**src/bpc_pkg.sv**
```systemverilog
// Shared types and constants for the button press classifier.
// No dependencies; compiled first.
`default_nettype none

package bpc_pkg;

  localparam int unsigned TimeW  = 32;
  localparam int unsigned MsW    = 16;
  localparam int unsigned EventW = 3;
  localparam int unsigned CfgIdxW  = 2;
  localparam int unsigned CfgDataW = 16;

  localparam logic           ActiveLevelRst = 1'b1;
  localparam logic [MsW-1:0] DebounceRst    = 16'd30;
  localparam logic [MsW-1:0] LongPressRst   = 16'd500;
  localparam logic [MsW-1:0] RepeatRst      = 16'd200;

  typedef enum logic [EventW-1:0] {
    EV_NONE      = 3'd0,
    EV_PRESSED   = 3'd1,
    EV_LONG      = 3'd2,
    EV_REPEAT    = 3'd3,
    EV_SHORT_REL = 3'd4,
    EV_LONG_REL  = 3'd5
  } event_e;

  typedef enum logic [CfgIdxW-1:0] {
    CFG_ACTIVE_LEVEL = 2'd0,
    CFG_DEBOUNCE     = 2'd1,
    CFG_LONG_PRESS   = 2'd2,
    CFG_REPEAT       = 2'd3
  } cfg_idx_e;

  typedef struct packed {
    logic           active_level;
    logic [MsW-1:0] debounce_ms;
    logic [MsW-1:0] long_press_ms;
    logic [MsW-1:0] repeat_ms;
  } cfg_t;

  typedef struct packed {
    logic             pin_level;
    logic [TimeW-1:0] now_ms;
  } sample_t;

  // Press tracking flags, exported for checking.
  typedef struct packed {
    logic held;
    logic long_press;
  } status_t;

endpackage

`default_nettype wire

```
**src/bpc_if.sv**
```systemverilog
// Handshake channel interfaces for samples in and events out.
// Depends on bpc_pkg.
`default_nettype none

interface bpc_in_if;
  logic                      valid;
  logic                      ready;
  logic                      pin_level;
  logic [bpc_pkg::TimeW-1:0] now_ms;

  modport source (output valid, output pin_level, output now_ms, input ready);
  modport sink   (input valid, input pin_level, input now_ms, output ready);
endinterface

interface bpc_out_if;
  logic                       valid;
  logic                       ready;
  logic [bpc_pkg::EventW-1:0] event_code;

  modport source (output valid, output event_code, input ready);
  modport sink   (input valid, input event_code, output ready);
endinterface

`default_nettype wire

```
**src/bpc_cfg.sv**
```systemverilog
// Configuration register file: active level and the three time thresholds.
// Depends on bpc_pkg.
`default_nettype none

module bpc_cfg (
  input  wire logic                         clk_i,
  input  wire logic                         rst_ni,
  input  wire logic                         cfg_we_i,
  input  wire logic [bpc_pkg::CfgIdxW-1:0]  cfg_idx_i,
  input  wire logic [bpc_pkg::CfgDataW-1:0] cfg_data_i,
  output bpc_pkg::cfg_t                     cfg_o
);
  import bpc_pkg::*;

  cfg_t cfg_q, cfg_d;

  always_comb begin
    cfg_d = cfg_q;
    if (cfg_we_i) begin
      unique case (cfg_idx_e'(cfg_idx_i))
        CFG_ACTIVE_LEVEL: cfg_d.active_level  = cfg_data_i[0];
        CFG_DEBOUNCE:     cfg_d.debounce_ms   = cfg_data_i[MsW-1:0];
        CFG_LONG_PRESS:   cfg_d.long_press_ms = cfg_data_i[MsW-1:0];
        CFG_REPEAT:       cfg_d.repeat_ms     = cfg_data_i[MsW-1:0];
        default:          cfg_d = cfg_q;
      endcase
    end
  end

  always_ff @(posedge clk_i or negedge rst_ni) begin
    if (!rst_ni) begin
      cfg_q.active_level  <= ActiveLevelRst;
      cfg_q.debounce_ms   <= DebounceRst;
      cfg_q.long_press_ms <= LongPressRst;
      cfg_q.repeat_ms     <= RepeatRst;
    end else begin
      cfg_q <= cfg_d;
    end
  end

  assign cfg_o = cfg_q;

endmodule

`default_nettype wire

```
**src/bpc_core.sv**
```systemverilog
// Press state and single-pass classification of one sample per step.
// Depends on bpc_pkg.
`default_nettype none

module bpc_core (
  input  wire logic             clk_i,
  input  wire logic             rst_ni,
  input  wire logic             step_i,
  input  wire bpc_pkg::sample_t sample_i,
  input  wire bpc_pkg::cfg_t    cfg_i,
  output bpc_pkg::event_e       event_o,
  output bpc_pkg::status_t      status_o
);
  import bpc_pkg::*;

  logic             held_q, held_d;
  logic             long_q, long_d;
  logic [TimeW-1:0] press_start_q, press_start_d;
  logic [TimeW-1:0] last_repeat_q, last_repeat_d;

  logic             pressed;
  logic [TimeW-1:0] start_eff;
  logic [TimeW-1:0] dt_press;
  logic [TimeW-1:0] dt_repeat;
  logic             repeat_hit;
  logic             long_hit;
  logic             debounce_ok;

  assign pressed   = (sample_i.pin_level == cfg_i.active_level);
  // a fresh press measures from this very sample
  assign start_eff = held_q ? press_start_q : sample_i.now_ms;
  assign dt_press  = sample_i.now_ms - start_eff;
  assign dt_repeat = sample_i.now_ms - last_repeat_q;

  assign repeat_hit  = long_q && (dt_repeat > {{(TimeW-MsW){1'b0}}, cfg_i.repeat_ms});
  assign long_hit    = !long_q && (dt_press > {{(TimeW-MsW){1'b0}}, cfg_i.long_press_ms});
  assign debounce_ok = dt_press > {{(TimeW-MsW){1'b0}}, cfg_i.debounce_ms};

  always_comb begin
    held_d        = held_q;
    long_d        = long_q;
    press_start_d = press_start_q;
    last_repeat_d = last_repeat_q;
    event_o       = EV_NONE;
    if (pressed) begin
      held_d        = 1'b1;
      press_start_d = start_eff;
      if (!held_q) begin
        event_o = EV_PRESSED;
      end
      // repeat and long checks are exclusive through long_q
      if (repeat_hit) begin
        event_o       = EV_REPEAT;
        last_repeat_d = sample_i.now_ms;
      end
      if (long_hit) begin
        event_o = EV_LONG;
        long_d  = 1'b1;
      end
    end else if (held_q) begin
      held_d = 1'b0;
      if (long_q) begin
        long_d        = 1'b0;
        last_repeat_d = '0;
        event_o       = EV_LONG_REL;
      end else if (debounce_ok) begin
        event_o = EV_SHORT_REL;
      end
    end
  end

  always_ff @(posedge clk_i or negedge rst_ni) begin
    if (!rst_ni) begin
      held_q        <= 1'b0;
      long_q        <= 1'b0;
      press_start_q <= '0;
      last_repeat_q <= '0;
    end else if (step_i) begin
      held_q        <= held_d;
      long_q        <= long_d;
      press_start_q <= press_start_d;
      last_repeat_q <= last_repeat_d;
    end
  end

  assign status_o = '{held: held_q, long_press: long_q};

endmodule

`default_nettype wire

```
**src/button_press_classifier_unit.sv**
```systemverilog
// Button press classifier: each item is one pin sample with a millisecond
// timestamp and yields exactly one event code (none, pressed, long pressed,
// repeating, short release, long release). Samples are taken one per cycle
// sustained while the output is not stalled; a sample lands in the input
// register when accepted and its result is loaded into the result register,
// from which it is taken. The combinational update of the press state
// between the two registers sets that rate. A stalled output holds the
// pipeline. Configuration writes are meant for idle periods only.
// Depends on bpc_pkg, bpc_if, bpc_cfg and bpc_core.
`default_nettype none

module button_press_classifier_unit (
  input  wire logic                         clk_i,
  input  wire logic                         rst_ni,
  bpc_in_if.sink                            in_i,
  bpc_out_if.source                         out_o,
  input  wire logic                         cfg_we_i,
  input  wire logic [bpc_pkg::CfgIdxW-1:0]  cfg_idx_i,
  input  wire logic [bpc_pkg::CfgDataW-1:0] cfg_data_i
);
  import bpc_pkg::*;

  cfg_t    cfg;
  status_t status;
  event_e  core_event;

  logic    s1_valid_q, s1_valid_d;
  sample_t s1_sample_q;
  logic    out_valid_q, out_valid_d;
  event_e  out_event_q;

  logic    advance;
  logic    in_ready;
  logic    in_accept;
  logic    step;

  // result register is free or being emptied this cycle
  assign advance   = !out_valid_q || out_o.ready;
  assign in_ready  = !s1_valid_q || advance;
  assign in_accept = in_i.valid && in_ready;
  assign step      = s1_valid_q && advance;

  bpc_cfg u_cfg (
    .clk_i      (clk_i),
    .rst_ni     (rst_ni),
    .cfg_we_i   (cfg_we_i),
    .cfg_idx_i  (cfg_idx_i),
    .cfg_data_i (cfg_data_i),
    .cfg_o      (cfg)
  );

  bpc_core u_core (
    .clk_i    (clk_i),
    .rst_ni   (rst_ni),
    .step_i   (step),
    .sample_i (s1_sample_q),
    .cfg_i    (cfg),
    .event_o  (core_event),
    .status_o (status)
  );

  always_comb begin
    s1_valid_d  = s1_valid_q;
    out_valid_d = out_valid_q;
    if (in_ready) begin
      s1_valid_d = in_i.valid;
    end
    if (advance) begin
      out_valid_d = s1_valid_q;
    end
  end

  always_ff @(posedge clk_i or negedge rst_ni) begin
    if (!rst_ni) begin
      s1_valid_q  <= 1'b0;
      out_valid_q <= 1'b0;
    end else begin
      s1_valid_q  <= s1_valid_d;
      out_valid_q <= out_valid_d;
    end
  end

  always_ff @(posedge clk_i) begin
    if (in_accept) begin
      s1_sample_q.pin_level <= in_i.pin_level;
      s1_sample_q.now_ms    <= in_i.now_ms;
    end
    if (step) begin
      out_event_q <= core_event;
    end
  end

  assign in_i.ready       = in_ready;
  assign out_o.valid      = out_valid_q;
  assign out_o.event_code = out_event_q;

  // a long press only exists inside a held press
  a_long_within_held: assert property (@(posedge clk_i) disable iff (!rst_ni)
    status.long_press |-> status.held)
    else $error("long-press flag set without a held press");

  // an accepted item always lands in the input register
  a_accept_fills_s1: assert property (@(posedge clk_i) disable iff (!rst_ni)
    in_accept |=> s1_valid_q)
    else $error("accepted item lost before the input register");

  // reporting a long press must leave the long flag set
  a_long_event_sets_flag: assert property (@(posedge clk_i) disable iff (!rst_ni)
    (step && (core_event == EV_LONG)) |=> status.long_press)
    else $error("long-press event without long flag");

  // a step always produces a valid result in the next cycle
  a_step_gives_result: assert property (@(posedge clk_i) disable iff (!rst_ni)
    step |=> (out_valid_q && (out_event_q <= EV_LONG_REL)))
    else $error("step did not yield a valid event");

endmodule

`default_nettype wire

```
**src/flat_wrapper.sv**
```systemverilog
// flat-port wrapper written by rule: the top's interface ports become plain ports
module button_press_classifier_unit_flat import bpc_pkg::*;
  (clk_i, rst_ni, cfg_we_i, cfg_idx_i, cfg_data_i, in_i_valid, in_i_pin_level, in_i_now_ms, in_i_ready, out_o_valid, out_o_event_code, out_o_ready);
  bpc_in_if in_i_i ();
  bpc_out_if out_o_i ();
  input  wire logic clk_i;
  input  wire logic rst_ni;
  input  wire logic cfg_we_i;
  input  wire logic [bpc_pkg::CfgIdxW-1:0] cfg_idx_i;
  input  wire logic [bpc_pkg::CfgDataW-1:0] cfg_data_i;
  input wire logic [$bits(in_i_i.valid)-1:0] in_i_valid;
  input wire logic [$bits(in_i_i.pin_level)-1:0] in_i_pin_level;
  input wire logic [$bits(in_i_i.now_ms)-1:0] in_i_now_ms;
  output wire logic [$bits(in_i_i.ready)-1:0] in_i_ready;
  output wire logic [$bits(out_o_i.valid)-1:0] out_o_valid;
  output wire logic [$bits(out_o_i.event_code)-1:0] out_o_event_code;
  input wire logic [$bits(out_o_i.ready)-1:0] out_o_ready;
  assign in_i_i.valid = in_i_valid;
  assign in_i_i.pin_level = in_i_pin_level;
  assign in_i_i.now_ms = in_i_now_ms;
  assign in_i_ready = in_i_i.ready;
  assign out_o_valid = out_o_i.valid;
  assign out_o_event_code = out_o_i.event_code;
  assign out_o_i.ready = out_o_ready;
  button_press_classifier_unit u_core (.clk_i(clk_i), .rst_ni(rst_ni), .in_i(in_i_i), .out_o(out_o_i), .cfg_we_i(cfg_we_i), .cfg_idx_i(cfg_idx_i), .cfg_data_i(cfg_data_i));
endmodule
```
**config.mk**
```make
export PLATFORM = sky130hd
export DESIGN_NAME = button_press_classifier_unit_flat
export DESIGN_NICKNAME = d
export VERILOG_FILES = /design/src/bpc_pkg.sv /design/src/bpc_if.sv /design/src/bpc_cfg.sv /design/src/bpc_core.sv /design/src/button_press_classifier_unit.sv /design/src/flat_wrapper.sv
export SDC_FILE = /design/constraint.sdc
export NUM_CORES = 1
export LEC_CHECK = 0
export BUFFER_PORTS_ARGS = -buffer_cell sky130_fd_sc_hd__buf_2
export CAP_MARGIN = 20
export CORE_MARGIN = 4
export CORE_UTILIZATION = 55
export DETAILED_ROUTE_END_ITERATION = 10
export GPL_TIMING_DRIVEN = 0
export PLACE_DENSITY = 0.76
export SLEW_MARGIN = 10
export SYNTH_ARGS = -nofsm -noshare
export SYNTH_HDL_FRONTEND = slang
export SYNTH_HIERARCHICAL = 1
export SYNTH_SLANG_ARGS = --single-unit
```
**constraint.sdc**
```tcl
create_clock -name clk_i -period 4.8 [get_ports clk_i]
set_input_delay 0.72 -clock clk_i [delete_from_list [all_inputs] [get_ports clk_i]]
set_output_delay 0.72 -clock clk_i [all_outputs]
set_load 0.01 [all_outputs]
```
Word-level counts from Yosys, hierarchy flattened
Cells that the tools add are included.

word-level totals
  bits in read-only memories = 0
  latch bits = 0
  RAM bits = 0
  input bits = 56
  memories kept = 0
  output and inout bits = 5
  word-level logic and storage cells = 59
  register bits = 153

cells by class
  bitwise gates (word level) = 0
  reductions and logical operators = 19
  muxes and demuxes = 16
  multiply operators = 0
  equal/unequal tests = 6
  divide/modulo/power cells = 0
  add/sub/neg operators = 2
  order comparisons = 3
  shift operators = 0

operators by type and width
  kind                                                                      count
  32-bit 2-to-1 mux                                                         5
  32-bit by 16-bit > comparator with 1-bit output                           3
  32-bit subtractor                                                         2
  3-bit 2-to-1 mux                                                          6
  2-bit AND reduction                                                       5
  1-bit 2-to-1 mux                                                          5
  2-bit == test (second input constant)                                     2
  1-bit logical AND                                                         4
  2-bit by 1-bit inequality test with 1-bit output (second input constant)  2
  4-bit AND reduction                                                       1
  2-bit nonzero test                                                        2
  1-bit logical NOT                                                         3
  3-bit AND reduction                                                       1
  2-bit by 1-bit == test with 1-bit output (second input constant)          1
  2-bit logical NOT                                                         1
  1-bit logical OR                                                          2
  1-bit == test                                                             1

Logic depth before layout (Yosys ltp)
  depth in word-level cells = 7
  mapped depth = 23
  depth with buffers taken out = 22

Hierarchy
Netlist, hierarchy kept.

by module, submodules not included
  module                        times used  area each (µm²)  cells an instance
  bpc_core                      1           8172.8           1047
  bpc_cfg                       1           2006.9           105
  button_press_classifier_unit  1           1184.9           44

Least setup slack after synthesis
OpenSTA, ideal clock, no wires.

  kind = register -> register
  from = reg u_core/s1_sample_q[0] (netlist name)
  to = reg u_core.u_core.last_repeat_q[4]
  path buffers = 1
  stages on the path, launching flop included = 23
  path slack = 210 ps
  data arrival time = 4469 ps
  path through = edfxtp_1 inv_1 ha_1 fa_1 nor2b_1 o2111a_1 nor2_1 nor2_1 o21ai_0 nand2b_1 a21oi_1 xnor2_1 ha_1 nand4_1 nor4_1 a211oi_1 a311oi_1 nand4_1 or4b_1 a2111o_1 o21a_2 buf_6 a22o_1

on the way
  word-level cells in the longest chain between the ends = 5

RTL lines
  item                                                               line                                source
  start: declaration                                                 button_press_classifier_unit.sv:28  sample_t s1_sample_q;
  32-bit subtractor                                                  bpc_core.sv:33                      assign dt_repeat = sample_i.now_ms - last_repeat_q;
  32-bit by 16-bit > comparator with 1-bit output                    bpc_core.sv:35                      assign repeat_hit = long_q && (dt_repeat > {{(TimeW-MsW){1'b0}}, cfg_i.repeat_ms});
  1-bit logical AND                                                  bpc_core.sv:35
  2-bit by 1-bit inequality test with 1-bit output (no source line)  n/a
  4-bit AND reduction (no source line)                               n/a
  end signal: assignment                                             bpc_core.sv:82                      last_repeat_q <= last_repeat_d;
  end: declaration                                                   bpc_core.sv:19                      logic [TimeW-1:0] last_repeat_q, last_repeat_d;

Every way passes these cells.
A chain may end at the register's enable or synchronous reset.

Worst setup path in the final report
  from = reg u_core/s1_sample_q[6] (netlist name)
  to = reg u_core.u_core.last_repeat_q[7]

The elaborated chain is that of the path after synthesis.

==> results.json <==
{
  "outcome": "finished, violations left",
  "violations": "negative setup slack",
  "die_w_um": 152,
  "worst_pin_slew_ns": 0.697,
  "grt_pass1_vias": 9361,
  "fmax_mhz": 204,
  "setup_violations": 31,
  "start_util": 0.561,
  "gr-total-overflow": 0,
  "critPathLaunch": "u_core/s1_sample_q[6]",
  "gp_congestion": 0.949,
  "clock_path_buffers": 2,
  "dieArea_sq_um": 23000,
  "rsz0062_at_grt": "yes",
  "dp_hpwl_mm": 23.2,
  "timing.slew.headroom": 0.536,
  "fin_crit_sh": 1.02,
  "drive_above_1_share": 0.211,
  "critPathRequiredTime_ns": 5.11,
  "track_usage": 0.271,
  "path_max_fanout": 8,
  "drt-vias-per-instance": 6.16,
  "cp_slowest_cell": "edfxtp_1",
  "root_buffer": "clkbuf_16",
  "worstSkewPairLatency_ns": 0.43,
  "drv_slew": 0,
  "hold_buffers": 0,
  "nFillCells": 1567,
  "stdcell_count": 1595,
  "hold_viol_final": 0,
  "dpl-instance-area_sq_um": 12000,
  "syn-cell-area_sq_um": 11300,
  "num_antenna_cells": 0,
  "cpMostUsedCell": "nand4_1",
  "r2r-start": "u_core/s1_sample_q[6]",
  "min_path_type": "input port to async pin",
  "antenna_left": 0,
  "num_rows": 52,
  "finalClockSkew_ns": 0.0124,
  "die_h_um": 152,
  "grt_pass1_wl_mm": 48.6,
  "mostFrequentLayoutCell": "nand2_1",
  "hold-worst-slack_ns": 0.239,
  "cts_tree": "done",
  "syn_nets": 1364,
  "worstPathCellList": "ha_4 -> a21oi_2 -> o21ba_2 -> o21ai_0 -> o21ai_1 -> nand2b_1 -> xor2_1 -> ha_1 -> nand4_1 -> nor4_4 -> a211oi_2 -> a311oi_1 -> nand4_1 -> or4b_4 -> a2111o_1 -> o21a_4 -> clkbuf_16 -> a22o_1",
  "ys_warn_count": 6,
  "final_cell_mix": "115 x nand2_1, 107 x ha_1, 102 x dfrtp_1",
  "start_kind": "flip-flop",
  "min_period_ns": 4.90,
  "fin_util": 0.653,
  "dp_slack_ns": -1.05,
  "drtPass1Iterations": 5,
  "dp_cells": 1525,
  "htree_levels": 4,
  "cp.arrival_ns": 5.21,
  "critical_path_class": "flip-flop to flip-flop",
  "ff_latch_area_sq_um": 4030,
  "final_nets": 1482,
  "io_pins": 61,
  "netlist_instances": 1194,
  "clkSlewWorstSetupHoldPaths_ns": 0.07,
  "drt_drc_violations_left": 0,
  "synth_area_per_cell_sq_um": 9.51,
  "multi_input_area_sq_um": 6970,
  "p_leak_nw": 6.04,
  "vias": 9826,
  "antenna_found_initial": 0,
  "wl_mm": 31.3,
  "maxCapViolCount": 0,
  "cts_num_sinks": 153,
  "drt-initial-drc-count": 694,
  "stdcell_area_sq_um": 13200,
  "syn2layout_area_growth_pct": 16.5,
  "setup_ws_ns": -0.100,
  "cts_made_buffers": 17,
  "grt_max_degree": 63,
  "portBuffers": 60,
  "pwr_density_cell_nw_per_um2": 603,
  "end_kind": "flip-flop",
  "ir_worst_vdd_mv": 0.312,
  "design.core.area_sq_um": 20200,
  "wl_per_cell_um": 19.6,
  "crit_path_max_incr_delay_ns": 0.53
}
==> flip-flops by register name, summed over array words and instances (netlist names) <==
name / count
u_core/out_o.event_code: 3
u_core/u_cfg/cfg_o: 49
u_core/u_core/last_repeat_q: 32
u_core/u_core/press_start_q: 32
u_core/s1_valid_q: 1
u_core/u_core/held_q: 1
u_core/out_o.valid: 1
u_core/u_core/long_q: 1
u_core/s1_sample_q: 33
==> area by class of cell <==
class / count / share of cell area
Tap cell: 270 / 0.0256
Inverter: 93 / 0.0264
Clock inverter: 15 / 0.0111
Multi-Input combinational cell: 898 / 0.527
Buffer: 45 / 0.0191
Sequential cell: 153 / 0.305
Clock buffer: 17 / 0.0322
Timing Repair Buffer: 104 / 0.0539
==> worst paths after layout <==
check | to | slack, ns | depth (start not counted)
max | u_core/u_core/last_repeat_q[7] | -0.1 | 18
min | u_core/u_core/last_repeat_q[25] | 0.24 | 1
max reg2reg | u_core/u_core/last_repeat_q[7] | -0.1 | 18
min reg2reg | u_core/u_core/press_start_q[29] | 0.48 | 2
max in group asynchronous | u_core/u_cfg/cfg_o[21] | 3.81 | 2
min in group clk_i | u_core/s1_sample_q[6] | 0.46 | 1
==> worst max-delay path: cells and delay by family, from the launching register on <==
kind / cells / cell delay [ns]
xor+xnor: 1 / 0.27
flops: 1 / 0.53
fa+ha+maj: 2 / 0.56
compound gates: 9 / 1.93
simple gates: 5 / 1.31
buf+inv: 1 / 0.17
==> where the power goes <==
part / total, mW / switching, mW / internal (mW)
Clock: 1.34 / 0.645 / 0.695
Combinational: 4.67 / 2.69 / 1.98
Sequential: 1.96 / 0.250 / 1.71
Total: 7.97 / 3.59 / 4.39
==> what timing repair did <==
action | 4_1_cts | 5_1_grt
resized for setup | 30 | 31
setup buffers | 29 | 11
endpoints found under the setup margin | 36 | 34
pin swaps | 14 | 12
cloned | 0 | 3
==> stage by stage <==
stage          TNS [ns]  power [mW]
6_report          -2.22        7.97
5_1_grt           -8.91        8.56
4_1_cts               0        7.69
3_5_place_dp     -22.82        6.18
3_3_place_gp     -20.70        6.04
2_1_floorplan         0        5.15
==> per-layer routing <==
layer	vias up	share of wire	track usage	routed length (um)
met4	0	0.028	0.0921	880
met3	56	0.064	0.0479	2000
met2	333	0.47	0.431	14800
met1	4796	0.44	0.375	13700
li1	4641	-	-	-
met5	-	0	0	0
Power figures use the tool's default switching activity.
